==> src/fpd_pkg.sv <==
package fpd_pkg;

    // crc-16, polynomial 0x1021, msb first, zero seed
    localparam logic [15:0] CRC_POLY = 16'h1021;
    localparam logic [15:0] CRC_TOP  = 16'h8000;

    // byte position within a buffer, saturating
    localparam int POS_W = 17;
    localparam logic [POS_W-1:0] POS_MAX      = {POS_W{1'b1}};
    localparam logic [POS_W-1:0] HEADER_BYTES = POS_W'(6);

    // header byte positions
    localparam logic [POS_W-1:0] POS_START  = POS_W'(0);
    localparam logic [POS_W-1:0] POS_TYPE   = POS_W'(1);
    localparam logic [POS_W-1:0] POS_LEN_LO = POS_W'(2);
    localparam logic [POS_W-1:0] POS_LEN_HI = POS_W'(3);
    localparam logic [POS_W-1:0] POS_CRC_LO = POS_W'(4);
    localparam logic [POS_W-1:0] POS_CRC_HI = POS_W'(5);

    localparam logic [7:0] START_MARKER_RESET = 8'd90;

    // output queue
    localparam int QUEUE_DEPTH = 3;

    typedef enum logic [1:0] {
        ST_OK        = 2'd0,
        ST_BAD_START = 2'd1,
        ST_TOO_SHORT = 2'd2,
        ST_CRC_BAD   = 2'd3
    } status_t;

    typedef enum logic {
        KIND_PAYLOAD = 1'b0,
        KIND_STATUS  = 1'b1
    } kind_t;

    typedef struct packed {
        kind_t       item_kind;
        logic [7:0]  payload_byte;
        status_t     frame_status;
        logic [7:0]  frame_type;
        logic [15:0] frame_length;
        logic        final_item;
    } item_t;

    // up to two result items produced by one accepted word
    typedef struct packed {
        logic [1:0] count;
        item_t      first;
        item_t      second;
    } push_t;

    // one byte step of the crc
    function automatic logic [15:0] crc_byte(input logic [15:0] crc, input logic [7:0] b);
        logic [15:0] c;
        c = crc ^ {b, 8'h00};
        for (int i = 0; i < 8; i++) begin
            if ((c & CRC_TOP) != 16'h0000) begin
                c = {c[14:0], 1'b0} ^ CRC_POLY;
            end else begin
                c = {c[14:0], 1'b0};
            end
        end
        return c;
    endfunction

endpackage

==> src/fpd_frame_ctl.sv <==
module fpd_frame_ctl (
    input  logic                 aclk,
    input  logic                 aresetn,
    input  logic                 in_accept,
    input  logic [7:0]           rx_byte,
    input  logic                 buffer_end,
    input  logic [7:0]           start_marker,
    output fpd_pkg::push_t       push
);

    logic [fpd_pkg::POS_W-1:0] pos_reg, pos_next, idx;
    logic [7:0]  type_reg, type_upd, type_next;
    logic [15:0] len_reg, len_upd, len_next;
    logic [15:0] sent_reg, sent_upd, sent_next;
    logic [15:0] crc_reg, crc_upd, crc_next, crc_step;
    logic        given_reg, given_upd, given_next;
    logic        payload_hit, status_hit;
    fpd_pkg::status_t st;
    fpd_pkg::item_t   pay_item, st_item;

    assign crc_step = fpd_pkg::crc_byte(crc_reg, rx_byte);
    assign idx      = pos_reg - fpd_pkg::HEADER_BYTES;

    // header parse, crc and status decision for the incoming word
    always_comb begin
        type_upd    = type_reg;
        len_upd     = len_reg;
        sent_upd    = sent_reg;
        crc_upd     = crc_reg;
        payload_hit = 1'b0;
        status_hit  = 1'b0;
        st          = fpd_pkg::ST_OK;
        if (!given_reg) begin
            case (pos_reg)
                fpd_pkg::POS_START: begin
                    if (rx_byte != start_marker) begin
                        status_hit = 1'b1;
                        st         = fpd_pkg::ST_BAD_START;
                    end else begin
                        crc_upd = crc_step;
                    end
                end
                fpd_pkg::POS_TYPE: begin
                    type_upd = rx_byte;
                    crc_upd  = crc_step;
                end
                fpd_pkg::POS_LEN_LO: begin
                    len_upd = {8'h00, rx_byte};
                    crc_upd = crc_step;
                end
                fpd_pkg::POS_LEN_HI: begin
                    len_upd = {rx_byte, len_reg[7:0]};
                    crc_upd = crc_step;
                end
                fpd_pkg::POS_CRC_LO: begin
                    sent_upd = {8'h00, rx_byte};
                end
                fpd_pkg::POS_CRC_HI: begin
                    sent_upd = {rx_byte, sent_reg[7:0]};
                    if (len_reg == 16'h0000) begin
                        status_hit = 1'b1;
                        st = (crc_reg == sent_upd) ? fpd_pkg::ST_OK : fpd_pkg::ST_CRC_BAD;
                    end
                end
                default: begin
                    // payload region
                    if (idx < {1'b0, len_reg}) begin
                        crc_upd     = crc_step;
                        payload_hit = 1'b1;
                        if (idx + 1'b1 == {1'b0, len_reg}) begin
                            status_hit = 1'b1;
                            st = (crc_step == sent_reg) ? fpd_pkg::ST_OK
                                                        : fpd_pkg::ST_CRC_BAD;
                        end
                    end
                end
            endcase
        end
        given_upd = given_reg | status_hit;
        // buffer ended before any status
        if (buffer_end && !given_upd) begin
            status_hit = 1'b1;
            st         = fpd_pkg::ST_TOO_SHORT;
        end
    end

    // next state, cleared at the end of a buffer
    always_comb begin
        pos_next   = (pos_reg != fpd_pkg::POS_MAX) ? pos_reg + 1'b1 : pos_reg;
        type_next  = type_upd;
        len_next   = len_upd;
        sent_next  = sent_upd;
        crc_next   = crc_upd;
        given_next = given_upd;
        if (buffer_end) begin
            pos_next   = '0;
            type_next  = '0;
            len_next   = '0;
            sent_next  = '0;
            crc_next   = '0;
            given_next = 1'b0;
        end
    end

    // result items
    always_comb begin
        pay_item.item_kind    = fpd_pkg::KIND_PAYLOAD;
        pay_item.payload_byte = rx_byte;
        pay_item.frame_status = fpd_pkg::ST_OK;
        pay_item.frame_type   = type_upd;
        pay_item.frame_length = len_upd;
        pay_item.final_item   = 1'b0;

        st_item.item_kind     = fpd_pkg::KIND_STATUS;
        st_item.payload_byte  = 8'h00;
        st_item.frame_status  = st;
        st_item.frame_type    = type_upd;
        st_item.frame_length  = len_upd;
        st_item.final_item    = 1'b1;

        push.first  = payload_hit ? pay_item : st_item;
        push.second = st_item;
        push.count  = in_accept ? ({1'b0, payload_hit} + {1'b0, status_hit}) : 2'd0;
    end

    // frame state
    always_ff @(posedge aclk) begin
        if (!aresetn) begin
            pos_reg   <= '0;
            type_reg  <= '0;
            len_reg   <= '0;
            sent_reg  <= '0;
            crc_reg   <= '0;
            given_reg <= 1'b0;
        end else if (in_accept) begin
            pos_reg   <= pos_next;
            type_reg  <= type_next;
            len_reg   <= len_next;
            sent_reg  <= sent_next;
            crc_reg   <= crc_next;
            given_reg <= given_next;
        end
    end

endmodule

==> src/fpd_out_queue.sv <==
module fpd_out_queue (
    input  logic           aclk,
    input  logic           aresetn,
    input  fpd_pkg::push_t push,
    input  logic           pop,
    output fpd_pkg::item_t head,
    output logic           head_valid,
    output logic           can_take
);

    localparam int IDX_W = $clog2(fpd_pkg::QUEUE_DEPTH);
    localparam int CNT_W = $clog2(fpd_pkg::QUEUE_DEPTH + 1);

    fpd_pkg::item_t   mem_reg [fpd_pkg::QUEUE_DEPTH];
    logic [IDX_W-1:0] wr_reg, wr_next, wr_second, rd_reg, rd_next;
    logic [CNT_W-1:0] count_reg, count_next;

    function automatic logic [IDX_W-1:0] next_idx(input logic [IDX_W-1:0] i);
        return (i == IDX_W'(fpd_pkg::QUEUE_DEPTH - 1)) ? '0 : i + 1'b1;
    endfunction

    assign head       = mem_reg[rd_reg];
    assign head_valid = (count_reg != '0);
    // room for two more words whatever the receiver does
    assign can_take   = (count_reg <= CNT_W'(fpd_pkg::QUEUE_DEPTH - 2));

    // pointer and fill updates
    always_comb begin
        wr_second  = next_idx(wr_reg);
        case (push.count)
            2'd0:    wr_next = wr_reg;
            2'd1:    wr_next = wr_second;
            default: wr_next = next_idx(wr_second);
        endcase
        rd_next    = pop ? next_idx(rd_reg) : rd_reg;
        count_next = count_reg + CNT_W'(push.count) - CNT_W'(pop);
    end

    // storage
    always_ff @(posedge aclk) begin
        if (push.count != 2'd0) begin
            mem_reg[wr_reg] <= push.first;
        end
        if (push.count == 2'd2) begin
            mem_reg[wr_second] <= push.second;
        end
    end

    // control
    always_ff @(posedge aclk) begin
        if (!aresetn) begin
            wr_reg    <= '0;
            rd_reg    <= '0;
            count_reg <= '0;
        end else begin
            wr_reg    <= wr_next;
            rd_reg    <= rd_next;
            count_reg <= count_next;
        end
    end

endmodule

==> src/framed_packet_decoder_top.sv <==
// Framed packet decoder.
// Input stream (s_*): one received byte per word, s_tlast on the last byte of a
// buffer. A frame is start byte, type byte, 16-bit little-endian length, 16-bit
// little-endian crc, then the payload; the crc-16 (0x1021, zero seed) covers the
// header bytes and the payload but not the crc bytes.
// Output stream (m_*): m_tuser 0 is a payload byte, forwarded as it arrives;
// m_tuser 1 is the single status word of the buffer, with m_tlast set.
// Status: 0 ok, 1 bad start byte, 2 buffer too short, 3 crc mismatch. Payload
// should be dropped downstream unless the following status is ok.
// Config channel (cfg_*): start marker byte, always ready, reset value 90.
// Results are queued as their byte is accepted and leave on m_* in order.
// Throughput: one byte per cycle while s_tready is high; a byte that yields
// both its payload word and the status puts two words in the queue. s_tready
// comes from the fill of a three-word output queue, so it is high while at
// most one word is waiting. A stalled receiver fills the queue and then holds
// s_tready low. Reset clears the frame state and empties the queue; the start
// marker returns to 90.
module framed_packet_decoder_top (
    input  logic        aclk,
    input  logic        aresetn,
    // configuration
    input  logic        cfg_valid,
    output logic        cfg_ready,
    input  logic [7:0]  cfg_data,
    // input words
    input  logic        s_tvalid,
    output logic        s_tready,
    input  logic [7:0]  s_tdata,   // rx_byte[7:0]
    input  logic        s_tlast,
    // result words
    output logic        m_tvalid,
    input  logic        m_tready,
    output logic [39:0] m_tdata,   // payload_byte[7:0], frame_status[9:8],
                                   // frame_type[17:10], frame_length[33:18], zero
    output logic        m_tuser,   // item_kind[0]
    output logic        m_tlast
);

    logic [7:0]     marker_reg;
    logic           in_accept, pop, can_take;
    fpd_pkg::push_t push;
    fpd_pkg::item_t head;

    assign cfg_ready = 1'b1;
    assign in_accept = s_tvalid & can_take;
    assign s_tready  = can_take;
    assign pop       = m_tvalid & m_tready;

    // start marker register
    always_ff @(posedge aclk) begin
        if (!aresetn) begin
            marker_reg <= fpd_pkg::START_MARKER_RESET;
        end else if (cfg_valid) begin
            marker_reg <= cfg_data;
        end
    end

    fpd_frame_ctl u_ctl (
        .aclk         (aclk),
        .aresetn      (aresetn),
        .in_accept    (in_accept),
        .rx_byte      (s_tdata),
        .buffer_end   (s_tlast),
        .start_marker (marker_reg),
        .push         (push)
    );

    fpd_out_queue u_queue (
        .aclk       (aclk),
        .aresetn    (aresetn),
        .push       (push),
        .pop        (pop),
        .head       (head),
        .head_valid (m_tvalid),
        .can_take   (can_take)
    );

    // result word packing
    assign m_tdata = {6'b000000, head.frame_length, head.frame_type,
                      head.frame_status, head.payload_byte};
    assign m_tuser = head.item_kind;
    assign m_tlast = head.final_item;

endmodule

==> config.mk <==
export PLATFORM = sky130hd
export DESIGN_NAME = framed_packet_decoder_top
export DESIGN_NICKNAME = d
export VERILOG_FILES = /design/src/fpd_pkg.sv /design/src/fpd_frame_ctl.sv /design/src/fpd_out_queue.sv /design/src/framed_packet_decoder_top.sv
export SDC_FILE = /design/constraint.sdc
export NUM_CORES = 1
export LEC_CHECK = 0
export BUFFER_PORTS_ARGS = -buffer_cell sky130_fd_sc_hd__clkbuf_2
export CAP_MARGIN = 20
export CELL_PAD_IN_SITES_DETAIL_PLACEMENT = 1
export CELL_PAD_IN_SITES_GLOBAL_PLACEMENT = 1
export CORE_MARGIN = 5
export CORE_UTILIZATION = 43
export DETAILED_ROUTE_END_ITERATION = 6
export HOLD_SLACK_MARGIN = 0.12
export PLACE_DENSITY_LB_ADDON = 0.1
export SLEW_MARGIN = 10
export SYNTH_ARGS = -nofsm -noshare
export SYNTH_HDL_FRONTEND = slang
export SYNTH_SLANG_ARGS = --single-unit
==> constraint.sdc <==
create_clock -name aclk -period 5.04 [get_ports aclk]
set_input_delay 0.252 -clock aclk [delete_from_list [all_inputs] [get_ports aclk]]
set_output_delay 0.252 -clock aclk [all_outputs]
set_load 0.01 [all_outputs]
==> flow_metrics.py <==
metrics = {
    "critical_path": {
        "crit_fanout": 8,
        "cp_slowest_cell": "or4b_4",
        "crit_start": "u_ctl.pos_reg[5]",
        "critPathCaptureType": "register",
        "r2r_cells": 19,
        "r2r-end": "u_queue.mem_reg[2][19]",
        "cpMostUsedCell": "o21ai_2",
        "critPathTopFamily": "simple AND/OR/NAND/NOR gates",
        "critPathMaxStageDelay_ns": 0.50,
        "arrival_ns": 5.12,
        "r2r-start": "u_ctl.pos_reg[5]",
        "cp_cell_sequence": "nor4_4, and4_1, xnor2_1, ha_1, o21a_1, o21ai_0, buf_4, a311o_1, o21ai_2, or4b_4, and4bb_2, nand4_1, a31oi_2, ha_4, nand2b_4, nor2_2, o21ai_2, clkinvlp_4, clkbuf_16",
        "critical_path_required_ns": 5.25,
        "crit_type": "reg -> reg",
        "r2r_setup_slack_ns": 0.13,
        "path_buf_inv": 3,
        "start_kind": "register",
    },
    "final_layout": {
        "final-seq-area_sq_um": 4690,
        "multiInputGateArea_sq_um": 5900,
        "final_cell_area_sq_um": 12700,
        "largest_reg_flops": 105,
        "final_nets": 1274,
        "final_util": 0.508,
        "nFillCells": 2850,
        "area_growth_syn_to_layout_pct": 16.9,
        "layout-drive-gt1-share": 0.163,
        "antenna_cells": 0,
    },
    "routing": {
        "drt_wl_total_mm": 31.5,
        "dr.pass1.iters": 5,
        "vias_per_cell": 5.64,
        "drtIter0Drc": 525,
        "drc": 0,
        "ant_nets": 0,
        "vias": 8847,
        "wl_per_cell_um": 20.1,
    },
    "cts": {
        "path_clk_slew_ns": 0.09,
        "clockRootBuffer": "clkbuf_16",
        "numCtsBuffers": 17,
        "clk_path_buf_depth": 2,
        "clock_sinks": 195,
        "clk_latency_ns": 0.45,
        "cts_tree": "done",
        "htree_levels": 4,
    },
    "synthesis": {
        "synthArstFlopShare": 0,
        "ys_types": 78,
        "yosysSeqAreaShare": 0.429,
        "synth-seq-cells": 195,
        "synth_area_leaders": "dfxtp_1, edfxtp_1, mux2i_1, xnor2_1, nor2_1",
        "syn-cell-area_sq_um": 10900,
        "synth_warnings": 0,
        "synth_top_cell_by_area": "dfxtp_1",
        "synthFlopType": "dfxtp_1",
        "avgSynthCellArea_sq_um": 9.49,
        "synth_edf_count": 78,
        "synth.top_cell.area_share": 0.215,
        "postSynthCellCount": 1149,
    },
    "pwr": {
        "p_per_area_nw_per_um2": 329,
        "switching_share": 0.321,
        "p_int_w": 0.00285,
        "power.switching_w": 0.00135,
        "comb_power_share": 0.210,
        "peakVddDrop_mv": 0.225,
        "pwr-share-clk": 0.347,
        "p_leak_nw": 4.67,
        "seqPwrFrac": 0.443,
    },
    "sta": {
        "fin_crit_sh": 0.974,
        "finalHoldViolCount": 0,
        "max_freq_mhz": 204,
        "finalSetupViolations": 0,
        "maxSlewHeadroom": 0.246,
        "drv_slew": 0,
        "finClkSkew_ns": 0.0172,
        "fin_crit_ns": 4.91,
        "fin_tns_setup_ns": 0,
        "worstMarginPinSlew_ns": 1.12,
    },
    "global_route": {
        "grtUsageTotal": 0.217,
        "grt_overflow": 0,
        "grt_max_degree": 76,
        "grt_pass1_vias": 8921,
        "antenna_found_initial": 0,
        "grt_first_pass_wirelength_mm": 49.6,
    },
    "min_path": {
        "holdCritPathClass": "in -> reg",
        "hold_start": "m_tready",
        "hold_depth": 4,
    },
    "die": {
        "io_pins": 67,
        "row_count": 58,
        "fp.dieW_um": 169,
        "start_util": 0.434,
        "coreArea_sq_um": 25100,
        "fp.dieH_um": 169,
        "die_area_sq_um": 28700,
    },
    "flow_run": {
        "max-cap-violations": 0,
    },
    "run_status": {
        "status": "completed",
    },
    "placement": {
        "place.gp.congestion": 0.874,
        "portBuffers": 59,
        "placed_cell_area_sq_um": 11800,
        "dp_hpwl_mm": 22.5,
    },
}
final cells by class:
class	instances	area share
Multi-Input combinational cell	843	0.463
Sequential cell	195	0.368
Timing Repair Buffer	135	0.0757
Clock buffer	18	0.0353
Tap cell	330	0.0324
Clock inverter	14	0.0149
Inverter	34	0.0109
layout by cell type (no fill, tap or decap), types with 50 or more instances in the layout:
cell type / n
o21ai_0: 55
edfxtp_1: 78
nand2_1: 81
xnor2_1: 55
dfxtp_1: 113
nor2_1: 111
mux2i_1: 56
clkbuf_2: 59
buf_4: 61
a22oi_1: 50
per-layer routing:
| layer | track usage | share of wire |
|---|---|---|
| met3 | 0.0275 | 0.027 |
| met2 | 0.372 | 0.49 |
| met5 | 0 | 0 |
| met1 | 0.298 | 0.47 |
| met4 | 0.0406 | 0.010 |
through the flow:
| step | setup WS, ns | total power (W) | instances | hold slack [ns] |
|---|---|---|---|---|
| floorplan | 0.0257 | 0.00244 | 1154 | 0.381 |
| global placement | 0.136 | 0.00273 | 1521 | 0.453 |
| detailed placement | -0.0375 | 0.00275 | 1521 | 0.459 |
| CTS | 0.0215 | 0.00422 | 1563 | 0.206 |
| global route | -0.0186 | 0.00440 | 1569 | 0.237 |
| finish | 0.131 | 0.00420 | 1569 | 0.216 |
synth_stat cells (all sizes together), types with 4 or more instances:
cell    instances
ha             26
a211oi          7
o21ai          60
nand4          20
nor2          114
mux2i          56
xnor2          55
and2           21
or3             8
nor4           21
inv            33
a31oi           5
a22oi          50
or4             7
a21o            8
nor3           21
dfxtp         117
nand3          33
a22o           25
xnor3           8
and3            6
buf            20
o22ai           9
clkbuf         63
nand2          82
edfxtp         78
nand2b         15
nor2b          47
a21boi         18
a21oi          19
o31ai           4
xor2           39
power by group through the flow:
stage	registers, W	logic, W	clock network (W)
finish	0.00186	0.000880	0.00146
global route	0.00188	0.000967	0.00155
CTS	0.00186	0.000876	0.00148
detailed placement	0.00190	0.000853	0
global placement	0.00189	0.000834	0
floorplan	0.00185	0.000589	0
tightest hold or removal path: stages:
cell	delay (ns)
clkbuf_2	0.07
nand2_1	0.10
nand2_1	0.09
a21boi_0	0.10
kinds of logic (layout without fill, tap and decap cells):
kind of cell | count (synthesis) | after routing | share of synthesized area
simple gates | 415 | 416 | 0.198
compound gates | 235 | 235 | 0.152
flops | 195 | 195 | 0.429
buf+inv | 117 | 201 | 0.0448
xor+xnor | 103 | 103 | 0.0942
mux | 56 | 56 | 0.0514
fa+ha+maj | 26 | 26 | 0.0298
other cells | 2 | 7 | 0.000688
repair_timing:
action | 4_1_cts | 5_1_grt
buffers inserted | 2 | 4
setup endpoints to repair | 37 | 171
pin swaps | 0 | 8
hold buffers | 8 | 0
gates cloned | 0 | 2
endpoints found under the hold margin | 8 | 0
gates resized for setup | 3 | 29
worst max path at each step:
stage,endpoint,slack [ns],cells past startpoint
finish,u_queue.mem_reg[2][19],0.13,19
global route,u_queue.mem_reg[2][19],-0.02,18
CTS,u_queue.mem_reg[2][7],0.02,19
detailed placement,u_queue.mem_reg[2][13],-0.04,18
global placement,u_queue.mem_reg[2][10],0.14,18
floorplan,u_queue.mem_reg[2][1],0.03,20
No activity file was read; power rests on OpenSTA's default activity.
